$ cat src/sv/ptsched_pkg.sv
package ptsched_pkg;

  // Command codes
  localparam logic [2:0] CMD_CREATE    = 3'd0;
  localparam logic [2:0] CMD_BLOCK     = 3'd1;
  localparam logic [2:0] CMD_BLOCK_CUR = 3'd2;
  localparam logic [2:0] CMD_UNBLOCK   = 3'd3;
  localparam logic [2:0] CMD_SLEEP_CUR = 3'd4;
  localparam logic [2:0] CMD_SWITCH    = 3'd5;

  // Thread states; codes below ST_WAITING are ready
  localparam logic [2:0] ST_QUEUED   = 3'd0;
  localparam logic [2:0] ST_PAUSED   = 3'd1;
  localparam logic [2:0] ST_ACTIVE   = 3'd2;
  localparam logic [2:0] ST_WAITING  = 3'd3;
  localparam logic [2:0] ST_SLEEPING = 3'd4;
  localparam logic [2:0] ST_BLOCKED  = 3'd5;

  // Result status
  localparam logic [1:0] STS_OK        = 2'd0;
  localparam logic [1:0] STS_FULL      = 2'd1;
  localparam logic [1:0] STS_BAD_INDEX = 2'd2;
  localparam logic [1:0] STS_EMPTY     = 2'd3;

  // Controller -> datapath
  typedef struct packed {
    logic load;      // capture input beat
    logic exec;      // decode and run single-write commands
    logic scan;      // table walk for switch
    logic commit;    // mark pick active
    logic out_load;  // load result register
  } ctl_cmd_t;

  // Datapath -> controller
  typedef struct packed {
    logic scan_req;   // switch on non-empty table
    logic scan_done;  // all entries processed
  } dp_stat_t;

endpackage

$ cat src/sv/priority_thread_scheduler.sv
// Fixed-priority thread scheduler.
// Input stream: one beat per command (create, block, block_current, unblock,
// sleep_current, switch). Output stream: exactly one result beat per command
// with the running thread, the table fill count and a status code.
// A single-write command passes through exec and then the output state;
// switch walks the table once (read, wake/demote, compare per entry, one
// entry per cycle through the registered table read), then commits its pick
// before the output state. One command is in flight at a time, in_tready
// being high only while idle.
// The result register decouples the sides: a new command is accepted while
// the previous result still waits, and a finished result stalls in the
// controller until out_tready frees the register.
// Reset (rst_n low, synchronous) empties the table and points the running
// thread at 0; table contents need no clearing since every entry is written
// by create before any read.
module priority_thread_scheduler #(
  parameter int MAX_THREADS   = 16,
  parameter int PRIORITY_BITS = 8
) (
  input  logic        clk,
  input  logic        rst_n,
  input  logic        in_tvalid,
  output logic        in_tready,
  // [2:0] command, [6:3] thread_index, [14:7] priority_req,
  // [46:15] delay_ms, [78:47] now_ms, [79] zero
  input  logic [79:0] in_tdata,
  output logic        out_tvalid,
  input  logic        out_tready,
  // [3:0] current_thread, [8:4] thread_count, [10:9] status, [15:11] zero
  output logic [15:0] out_tdata
);
  import ptsched_pkg::*;

  ctl_cmd_t   ctl;
  dp_stat_t   stat;
  logic [3:0] current_thread;
  logic [4:0] thread_count;
  logic [1:0] status;

  ptsched_ctrl u_ctrl (
    .clk        (clk),
    .rst_n      (rst_n),
    .in_tvalid  (in_tvalid),
    .in_tready  (in_tready),
    .out_tvalid (out_tvalid),
    .out_tready (out_tready),
    .ctl        (ctl),
    .stat       (stat)
  );

  ptsched_dp #(
    .MAX_THREADS   (MAX_THREADS),
    .PRIORITY_BITS (PRIORITY_BITS)
  ) u_dp (
    .clk            (clk),
    .rst_n          (rst_n),
    .ctl            (ctl),
    .stat           (stat),
    .command        (in_tdata[2:0]),
    .thread_index   (in_tdata[6:3]),
    .priority_req   (in_tdata[14:7]),
    .delay_ms       (in_tdata[46:15]),
    .now_ms         (in_tdata[78:47]),
    .current_thread (current_thread),
    .thread_count   (thread_count),
    .status         (status)
  );

  assign out_tdata = {5'b0, status, thread_count, current_thread};

endmodule

$ cat src/sv/ptsched_dp.sv
module ptsched_dp #(
  parameter int MAX_THREADS   = 16,
  parameter int PRIORITY_BITS = 8
) (
  input  logic                 clk,
  input  logic                 rst_n,
  input  ptsched_pkg::ctl_cmd_t ctl,
  output ptsched_pkg::dp_stat_t stat,
  input  logic [2:0]           command,
  input  logic [3:0]           thread_index,
  input  logic [7:0]           priority_req,
  input  logic [31:0]          delay_ms,
  input  logic [31:0]          now_ms,
  output logic [3:0]           current_thread,
  output logic [4:0]           thread_count,
  output logic [1:0]           status
);
  import ptsched_pkg::*;

  localparam int IW = $clog2(MAX_THREADS);
  localparam int CW = $clog2(MAX_THREADS + 1);
  localparam int PW = PRIORITY_BITS;

  // Thread table
  logic [2:0]    state_mem [MAX_THREADS];
  logic [PW-1:0] prio_mem  [MAX_THREADS];
  logic [31:0]   start_mem [MAX_THREADS];
  logic [31:0]   len_mem   [MAX_THREADS];

  // Captured command
  logic [2:0]    cmd_r;
  logic [3:0]    idx_r;
  logic [PW-1:0] prio_r;
  logic [31:0]   delay_r;
  logic [31:0]   now_r;

  logic [IW-1:0] running_r, running_nxt;
  logic [CW-1:0] count_r, count_nxt;
  logic [1:0]    status_r, status_nxt;

  // Scan pipeline
  logic [CW-1:0] scan_addr_r;
  logic          issue_r;
  logic [IW-1:0] proc_idx_r;
  logic [IW-1:0] pick_r;
  logic [PW-1:0] pick_prio_r;
  logic [2:0]    pick_state_r;

  // Registered read data
  logic [2:0]    rd_state_r;
  logic [PW-1:0] rd_prio_r;
  logic [31:0]   rd_start_r;
  logic [31:0]   rd_len_r;

  logic [3:0]    cur_out_r;
  logic [4:0]    cnt_out_r;
  logic [1:0]    sts_out_r;

  // Write port
  logic          we_state, we_prio, we_sleep;
  logic [IW-1:0] wr_addr;
  logic [2:0]    wr_state;
  logic [31:0]   wr_start, wr_len;
  logic [IW-1:0] rd_addr;

  logic [PW+7:0] prio_ext;
  logic [CW+3:0] idx_ext, cnt_cmp;
  logic [IW+3:0] run_ext;
  logic [CW+4:0] cnt_ext;
  logic          idx_ok, tbl_full, tbl_empty;
  logic [31:0]   elapsed;
  logic [2:0]    eff_state;
  logic          take;

  assign prio_ext  = {{PW{1'b0}}, priority_req};
  assign idx_ext   = {{CW{1'b0}}, idx_r};
  assign cnt_cmp   = {4'b0, count_r};
  assign idx_ok    = idx_ext < cnt_cmp;
  assign tbl_full  = count_r == CW'(MAX_THREADS);
  assign tbl_empty = count_r == '0;
  assign rd_addr   = scan_addr_r[IW-1:0];

  // Wakeup / demote of the entry under scan
  assign elapsed = now_r - rd_start_r;
  always_comb begin
    eff_state = rd_state_r;
    if (rd_state_r == ST_SLEEPING && elapsed >= rd_len_r) begin
      eff_state = ST_PAUSED;
    end else if (proc_idx_r == running_r && rd_state_r == ST_ACTIVE) begin
      eff_state = ST_PAUSED;
    end
  end

  // Selection: lower priority wins; tie goes to paused over queued pick
  assign take = (eff_state < ST_WAITING) &&
                ((rd_prio_r < pick_prio_r) ||
                 (rd_prio_r == pick_prio_r && eff_state == ST_PAUSED &&
                  pick_state_r == ST_QUEUED));

  always_comb begin
    we_state    = 1'b0;
    we_prio     = 1'b0;
    we_sleep    = 1'b0;
    wr_addr     = running_r;
    wr_state    = ST_QUEUED;
    wr_start    = '0;
    wr_len      = '0;
    running_nxt = running_r;
    count_nxt   = count_r;
    status_nxt  = status_r;
    if (ctl.exec) begin
      status_nxt = STS_OK;
      case (cmd_r)
        CMD_CREATE: begin
          if (tbl_full) begin
            status_nxt = STS_FULL;
          end else begin
            we_state  = 1'b1;
            we_prio   = 1'b1;
            we_sleep  = 1'b1;
            wr_addr   = count_r[IW-1:0];
            count_nxt = count_r + 1'b1;
          end
        end
        CMD_BLOCK, CMD_UNBLOCK: begin
          if (!idx_ok) begin
            status_nxt = STS_BAD_INDEX;
          end else begin
            we_state = 1'b1;
            wr_addr  = idx_ext[IW-1:0];
            wr_state = (cmd_r == CMD_BLOCK) ? ST_BLOCKED : ST_PAUSED;
          end
        end
        CMD_BLOCK_CUR: begin
          if (tbl_empty) begin
            status_nxt = STS_EMPTY;
          end else begin
            we_state = 1'b1;
            wr_state = ST_BLOCKED;
          end
        end
        CMD_SLEEP_CUR: begin
          if (tbl_empty) begin
            status_nxt = STS_EMPTY;
          end else begin
            we_state = 1'b1;
            we_sleep = 1'b1;
            wr_state = ST_SLEEPING;
            wr_start = now_r;
            wr_len   = delay_r;
          end
        end
        CMD_SWITCH: begin
          if (tbl_empty) begin
            status_nxt = STS_EMPTY;
          end
        end
        default: begin
        end
      endcase
    end else if (ctl.scan && issue_r) begin
      we_state = 1'b1;
      wr_addr  = proc_idx_r;
      wr_state = eff_state;
    end else if (ctl.commit) begin
      we_state    = 1'b1;
      wr_addr     = pick_r;
      wr_state    = ST_ACTIVE;
      running_nxt = pick_r;
    end
  end

  // Table memories
  always_ff @(posedge clk) begin
    if (we_state) begin
      state_mem[wr_addr] <= wr_state;
    end
    if (we_prio) begin
      prio_mem[wr_addr] <= prio_r;
    end
    if (we_sleep) begin
      start_mem[wr_addr] <= wr_start;
      len_mem[wr_addr]   <= wr_len;
    end
    rd_state_r <= state_mem[rd_addr];
    rd_prio_r  <= prio_mem[rd_addr];
    rd_start_r <= start_mem[rd_addr];
    rd_len_r   <= len_mem[rd_addr];
  end

  // Payload capture, pick tracking, result register
  always_ff @(posedge clk) begin
    if (ctl.load) begin
      cmd_r   <= command;
      idx_r   <= thread_index;
      prio_r  <= prio_ext[PW-1:0];
      delay_r <= delay_ms;
      now_r   <= now_ms;
    end
    if (ctl.scan && issue_r) begin
      if (proc_idx_r == '0 || take) begin
        pick_r       <= proc_idx_r;
        pick_prio_r  <= rd_prio_r;
        pick_state_r <= eff_state;
      end
    end
    if (ctl.scan) begin
      proc_idx_r <= rd_addr;
    end
    if (ctl.out_load) begin
      cur_out_r <= run_ext[3:0];
      cnt_out_r <= cnt_ext[4:0];
      sts_out_r <= status_r;
    end
  end

  always_ff @(posedge clk) begin
    if (!rst_n) begin
      running_r   <= '0;
      count_r     <= '0;
      status_r    <= STS_OK;
      scan_addr_r <= '0;
      issue_r     <= 1'b0;
    end else begin
      running_r <= running_nxt;
      count_r   <= count_nxt;
      status_r  <= status_nxt;
      if (ctl.exec) begin
        scan_addr_r <= '0;
        issue_r     <= 1'b0;
      end else if (ctl.scan) begin
        if (scan_addr_r != count_r) begin
          scan_addr_r <= scan_addr_r + 1'b1;
          issue_r     <= 1'b1;
        end else begin
          issue_r <= 1'b0;
        end
      end
    end
  end

  assign run_ext = {4'b0, running_r};
  assign cnt_ext = {5'b0, count_r};

  assign stat.scan_req  = (cmd_r == CMD_SWITCH) && !tbl_empty;
  assign stat.scan_done = (scan_addr_r == count_r) && !issue_r;

  assign current_thread = cur_out_r;
  assign thread_count   = cnt_out_r;
  assign status         = sts_out_r;

  a_count_bound: assert property (@(posedge clk) disable iff (!rst_n)
    count_r <= CW'(MAX_THREADS))
    else $error("thread count past table size");

  a_running_in_table: assert property (@(posedge clk) disable iff (!rst_n)
    count_r != '0 |-> {{(CW+1){1'b0}}, running_r} < {{(IW+1){1'b0}}, count_r})
    else $error("running thread outside table");

endmodule

$ cat src/sv/ptsched_ctrl.sv
module ptsched_ctrl (
  input  logic                  clk,
  input  logic                  rst_n,
  input  logic                  in_tvalid,
  output logic                  in_tready,
  output logic                  out_tvalid,
  input  logic                  out_tready,
  output ptsched_pkg::ctl_cmd_t ctl,
  input  ptsched_pkg::dp_stat_t stat
);
  import ptsched_pkg::*;

  localparam logic [2:0] S_IDLE   = 3'd0;
  localparam logic [2:0] S_EXEC   = 3'd1;
  localparam logic [2:0] S_SCAN   = 3'd2;
  localparam logic [2:0] S_COMMIT = 3'd3;
  localparam logic [2:0] S_OUT    = 3'd4;

  logic [2:0] state_r, state_nxt;
  logic       out_valid_r, out_valid_nxt;

  assign in_tready = state_r == S_IDLE;

  always_comb begin
    state_nxt    = state_r;
    ctl          = '0;
    ctl.load     = in_tvalid && in_tready;
    case (state_r)
      S_IDLE: begin
        if (ctl.load) state_nxt = S_EXEC;
      end
      S_EXEC: begin
        ctl.exec  = 1'b1;
        state_nxt = stat.scan_req ? S_SCAN : S_OUT;
      end
      S_SCAN: begin
        ctl.scan = 1'b1;
        if (stat.scan_done) state_nxt = S_COMMIT;
      end
      S_COMMIT: begin
        ctl.commit = 1'b1;
        state_nxt  = S_OUT;
      end
      S_OUT: begin
        if (!out_valid_r || out_tready) begin
          ctl.out_load = 1'b1;
          state_nxt    = S_IDLE;
        end
      end
      default: state_nxt = S_IDLE;
    endcase
  end

  assign out_valid_nxt = ctl.out_load || (out_valid_r && !out_tready);

  always_ff @(posedge clk) begin
    if (!rst_n) begin
      state_r     <= S_IDLE;
      out_valid_r <= 1'b0;
    end else begin
      state_r     <= state_nxt;
      out_valid_r <= out_valid_nxt;
    end
  end

  assign out_tvalid = out_valid_r;

  a_no_overwrite: assert property (@(posedge clk) disable iff (!rst_n)
    ctl.out_load |-> (!out_valid_r || out_tready))
    else $error("result register overwritten before taken");

  a_accept_exec: assert property (@(posedge clk) disable iff (!rst_n)
    (in_tvalid && in_tready) |=> state_r == S_EXEC)
    else $error("accepted beat not executed");

endmodule

$ cat config.mk
export PLATFORM = sky130hd
export DESIGN_NAME = priority_thread_scheduler
export DESIGN_NICKNAME = d
export VERILOG_FILES = /design/src/sv/ptsched_pkg.sv /design/src/sv/priority_thread_scheduler.sv /design/src/sv/ptsched_dp.sv /design/src/sv/ptsched_ctrl.sv
export SDC_FILE = /design/constraint.sdc
export NUM_CORES = 1
export LEC_CHECK = 0
export BUFFER_PORTS_ARGS = -buffer_cell sky130_fd_sc_hd__buf_2
export CORE_MARGIN = 2
export CORE_UTILIZATION = 50
export DETAILED_ROUTE_END_ITERATION = 10
export PLACE_DENSITY_LB_ADDON = 0.08
export SLEW_MARGIN = 25
export SYNTH_ARGS = -nofsm -noshare
export SYNTH_HDL_FRONTEND = slang
export SYNTH_HIERARCHICAL = 1
export SYNTH_SLANG_ARGS = --single-unit
$ cat constraint.sdc
create_clock -name clk -period 11.5 [get_ports clk]
set_input_delay 1.15 -clock clk [delete_from_list [all_inputs] [get_ports clk]]
set_output_delay 1.15 -clock clk [all_outputs]
set_load 0.01 [all_outputs]
# After elaboration in Yosys (flattened, before gate mapping)
# Memory sizes are Yosys's and may differ from the RTL's. A register that Yosys moved wholly into a read port is not among the register bits.
# Cells that the tools add are included.
# classes
add_sub_neg	3
order_cmp	4
eq_ne	20
mux	54
n_bitwise	4
n_reduce_logical	32
# ops
operator	count
two-way mux 32 bit	6
two-way mux 3 bit	12
greater-or-equal comparator 32 bit	1
subtractor 32 bit	1
two-way mux 1 bit	22
two-way mux 4 bit	5
== test 3 x 2 -> 1 bit, second input constant	5
case mux 3 bit (5 select lines)	1
== test 3 bit, second input constant	4
adder 5 x 1 -> 5 bit, second input constant	2
logical AND 1 bit	10
== test 3 x 1 -> 1 bit, second input constant	3
logical NOT 3 bit	3
case mux 3 bit (3 select lines)	1
== test 8 bit	1
< comparator 8 bit	1
case mux 4 bit (2 select lines)	1
two-way mux 2 bit	3
case mux 2 bit (3 select lines)	1
AND reduction 2 bit	3
AND reduction 3 bit	2
OR reduction 2 bit	3
== test 5 bit	1
== test 5 bit, second input constant	1
other kinds (14)	24
# word_totals
regBits	130
mem_bits_rw	1200
in_bits	84
elab_cells	140
memories	4
# memory_table
memory	words	width	read_ports	rd_ports_with_merged_regs	write_ports	line_no	source
u_dp.len_mem	16	32	1	1	1	ptsched_dp.sv:28	logic [31:0] len_mem [MAX_THREADS];
u_dp.start_mem	16	32	1	1	1	ptsched_dp.sv:27	logic [31:0] start_mem [MAX_THREADS];
u_dp.prio_mem	16	8	1	1	1	ptsched_dp.sv:26	logic [PW-1:0] prio_mem [MAX_THREADS];
u_dp.state_mem	16	3	1	1	1	ptsched_dp.sv:25	logic [2:0] state_mem [MAX_THREADS];

# Depth between registers and ports, before layout
# logic_depth
depth_word	11
ltp_mapped	22

# Hierarchy
# The synthesis kept the hierarchy.
# by_module_without_submodules
module	instances	cells_per_inst	area_per_inst_um2	seq_area_each_um2
ptsched_dp	1	2554	54543.6	41149.5
ptsched_ctrl	1	26	219.0	80.1
priority_thread_scheduler	1	6	41.3	0.0

# Worst setup path before layout
# Ideal clock, no wire load.
# synth_timing
path_kind	flip-flop to flip-flop
startpoint	register u_ctrl.state_r[1]
endpoint	memory u_dp.len_mem[12][0], enable pin
setup_ns	0.487
arrival_time_ns	4.965
t_required_ns	11.013
setup_slack_ns	6.048
stages_incl_launch_ff	10
period_less_slack_ns	5.452
cell_sequence	dfxtp_1 inv_1 nor3_1 nand2_1 clkbuf_1 a211oi_1 a311oi_4 or2_1 buf_6 nor2_1
# synth_lines
item	line_no	source
start: declaration	ptsched_ctrl.sv:19	logic [2:0] state_r, state_nxt;
start signal: assignment	ptsched_ctrl.sv:61	state_r <= state_nxt;
end: declaration	ptsched_dp.sv:28	

# Worst setup path after layout
# layout_timing
startpoint	register u_dp.now_r[0]
endpoint	register u_dp.pick_prio_r[3], enable pin
# layout_via
elab_chain_len	11
elab_cells_between_ends	12
cone_classes	1 x add/sub; 2 x order compare; 1 x eq/ne; 1 x mux; 7 x reduce/logical
# layout_lines
item	line_no	source
start: declaration	ptsched_dp.sv:35	logic [31:0] now_r;
start signal: assignment	ptsched_dp.sv:198	now_r <= now_ms;
subtractor 32 bit (*)	ptsched_dp.sv:84	assign elapsed = now_r - rd_start_r;
greater-or-equal comparator 32 bit (*)	ptsched_dp.sv:87	if (rd_state_r == ST_SLEEPING && elapsed >= rd_len_r) begin
logical AND 1 bit (*)	ptsched_dp.sv:87	
two-way mux 3 bit (*)	ptsched_dp.sv:87	
named net u_dp.eff_state[2]	ptsched_dp.sv:72	logic [2:0] eff_state;
== test 3 x 1 -> 1 bit	ptsched_dp.sv:97	(rd_prio_r == pick_prio_r && eff_state == ST_PAUSED &&
logical AND 1 bit (2 in a row)	ptsched_dp.sv:97	
logical OR 1 bit	ptsched_dp.sv:96	((rd_prio_r < pick_prio_r) ||
logical AND 1 bit (*)	ptsched_dp.sv:95	assign take = (eff_state < ST_WAITING) &&
logical OR 1 bit (*)	ptsched_dp.sv:201	if (proc_idx_r == '0 || take) begin
AND reduction 2 bit (no line) (*)	n/a	
end signal: assignment	ptsched_dp.sv:203	pick_prio_r <= rd_prio_r;
end: declaration	ptsched_dp.sv:46	logic [PW-1:0] pick_prio_r;
# The timed path passes the listed nets; every way through them passes the cells marked *.
# A chain may end at the register's enable or synchronous reset.

==> flow_summary.yaml <==
setup_path:
  crit_arrival_ps: 5890
  startpoint: "u_dp/now_r[0]$_DFFE_PP_"
  path_max_fanout: 15
  path_class: "reg -> reg"
  endpoint_kind: "flop"
  cp.required_ps: 11920
  reg2reg_from: "u_dp/now_r[0]$_DFFE_PP_"
  cp-start-kind: "flop"
clock_tree:
  cts.htree.levels: 4
  cts_resized: 0
  path_clk_slew_ps: 60
  clock-sinks: 1405
  clk_latency_ps: 750
  post-cts-setup-buffers: 0
  cts-root-buf: "clkbuf_16"
  cts_buffers: 148
  cts_max_path_buffers: 3
  cts_hold_buffers: 0
  tritoncts: "built"
route:
  vias: 25700
  routed_wirelength_microns: 125000
  wl_per_cell_microns: 28.9
  antenna_left: 0
  drt_iter0_drc: 2973
  dr.pass1.iters: 5
  vias_per_cell: 5.96
  route.detailed.drc: 0
run_status:
  status: "finished clean"
timing:
  finalClockSkew_ps: 24.1
  rsz0062_at_grt: "no"
  post-route-min-period_ps: 5460
  hold_viol: 0
  setup_viol: 0
  max_slew_margin_pct: 29.8
  min_period_over_period_pct: 47.5
  fmax_mhz: 183
  final_max_slew_viol_count: 0
  fin_tns_setup_ps: 0
  tightest_slew_ps: 1050
finish:
  fin_area_sq_um: 62000
  final_core_util_pct: 57.0
  area_growth_pct: 13.2
  drive_gt1_share_pct: 27.2
  finish.net_count: 2931
  fin_cells: 4310
grt:
  antenna_found_initial: 6
  grt_max_degree: 147
  grt_pass1_wl_microns: 184000
  grtUsageMet3_pct: 3.07
  grt_pass1_vias: 26800
  grtUsageMet2_pct: 37.5
  overflow: 0
  grt_busiest_layer: "met2"
  grt_usage_pct: 22.8
  use_met1_pct: 32.8
place:
  dp_hpwl_microns: 67500
  port_buffers: 95
  dpl_cell_area_sq_um: 57100
  gp_congestion: 0.835
  dpl.cell_count: 4032
logic_synthesis:
  synth.most_common_cell: "edfxtp_1"
  syn_area_sq_um: 54800
  avgSynthCellArea_sq_um: 21.2
  synth_top_cells_by_count: "edfxtp_1, mux4_2, dfxtp_1, inv_1, nor2_1"
  async_flop_share_pct: 0
  synthCells: 2586
  ys.warnings.count: 6
  ys_top_cells_by_area: "edfxtp_1, mux4_2, dfxtp_1, ha_1, and2_1"
  yosysTopAreaCellShare_pct: 71.7
  synth_top_area_cell: "edfxtp_1"
  synth-seq-cells: 1405
  ys_seq_area_share_pct: 75.2
  synth-edff-count: 1309
  synth-main-ff-cell: "edfxtp_1"
  yosysUniqueCellTypes: 79
min_path:
  hp-class: "reg -> reg"
  worstHoldStart: "u_dp/rd_prio_r[7]$_DFF_P_"
power_and_ir_drop:
  total_power_uw: 10500
  power.density_nw_per_um2: 169
  p_leak_uw: 0.0222
  ir_drop_mv: 0.151
floorplan:
  core_area_sq_um: 109000
  dieArea_sq_um: 112000
  die_w_microns: 335
  die_h_microns: 335
  rows: 121
  initial_core_util_pct: 50.3
  io_pins: 102
run:
  maxCapViolations: 0
[placed cells by master, fill, tap and decap left out, types with 4 or more instances in the layout]
cell and instances:
nand3_1 26, a31oi_1 7, clkbuf_16 154, conb_1 5, o21a_1 9, clkinvlp_4 5
buf_4 40, nand2b_1 16, clkinv_1 17, inv_1 87, bufinv_16 7, nand3b_1 9
nor2_4 17, clkbuf_8 23, clkinv_2 16, edfxtp_1 1309, mux2i_1 10, dfxtp_1 92
nand4_1 16, dfxtp_4 4, clkinv_8 5, nor2b_1 12, and2_1 68, nand2_1 33
o21ai_0 18, buf_2 95, mux4_2 375, nor2_2 10, xnor2_1 23, and3_1 4
ha_1 77, a211oi_1 4, clkbuf_1 45, a21oi_1 50, inv_6 4, xor2_1 17
nor3_1 9, a21o_1 33, nor2_1 64
[per-layer routing]
layer	wire length (microns)	share of wire, %
met3	6100	4.9
met4	2170	1.7
met2	62300	50
met1	54200	43
met5	0	0
[metrics by stage]
stage,hold slack [ps],worst slack [ps]
floorplan,406,6050
global placement,416,5540
detailed placement,414,6010
CTS,423,5990
global route,435,5630
finish,431,6040
[where the power goes]
group	total, uW	switching [uW]	internal [uW]	leakage, uW
combinational	211	132	79.5	0.00453
sequential	5580	27.9	5550	0.0153
clock	4690	1920	2770	0.00236
[final timing paths]
check	end	slack [ps]	depth (start not counted)
worst max-delay path	u_dp/pick_prio_r[3]$_DFFE_PP_	6040	21
worst min-delay path	u_dp/pick_prio_r[7]$_DFFE_PP_	430	0
worst max register to register	u_dp/pick_prio_r[3]$_DFFE_PP_	6040	21
worst min register to register	u_dp/pick_prio_r[7]$_DFFE_PP_	430	0
[area by class of cell]
class	count	area [sq um]
Antenna cell	1	2.50
Clock buffer	222	4340
Clock inverter	54	508
Fill cell	7948	46800
Inverter	87	327
Multi-Input combinational cell	983	12900
Sequential cell	1405	41200
Tap cell	1414	1770
Timing Repair Buffer	144	952
[critical path: stages (launching register included)]
cell and delay (ps):
edfxtp_1 380, inv_1 70, ha_1 180, inv_1 70, fa_1 420, a21o_1 180, a21oi_1 250, o21a_1 260
o211ai_1 260, nand3_1 200, a21oi_1 120, or3_1 360, a21oi_1 190, xnor2_1 190, ha_1 340, nand4_1 120
o21ai_0 520, nand2_1 160, o211a_1 210, a211o_1 290, o22ai_1 110, buf_4 260
[state kept, by name (all words and copies together) (netlist names), 5 cells and up]
| signal | flops |
|---|---|
| u_dp/prio_mem | 128 |
| u_dp/prio_r | 8 |
| u_dp/rd_prio_r | 8 |
| u_dp/rd_len_r | 32 |
| u_dp/now_r | 32 |
| u_dp/scan_addr_r | 5 |
| u_dp/thread_count | 5 |
| u_dp/state_mem | 48 |
| u_dp/rd_start_r | 32 |
| u_dp/pick_prio_r | 8 |
| u_dp/len_mem | 512 |
| u_dp/start_mem | 512 |
| u_dp/count_r | 5 |
| u_dp/delay_r | 32 |
[cell families (layout without fill, tap and decap cells)]
| kind of cell | Yosys count | in the layout | share of synthesized area, % |
|---|---|---|---|
| other | 1 | 6 | 0.00684 |
| buffers and inverters | 202 | 507 | 1.52 |
| flip-flops | 1405 | 1405 | 75.2 |
| AO/OA/AOI/OAI | 172 | 172 | 2.25 |
| adder cells (fa/ha/maj) | 78 | 78 | 1.79 |
| multiplexers | 386 | 386 | 15.6 |
| XOR/XNOR | 40 | 40 | 0.639 |
| AND/OR/NAND/NOR | 302 | 302 | 2.94 |
No activity file was read; power rests on OpenSTA's default activity.
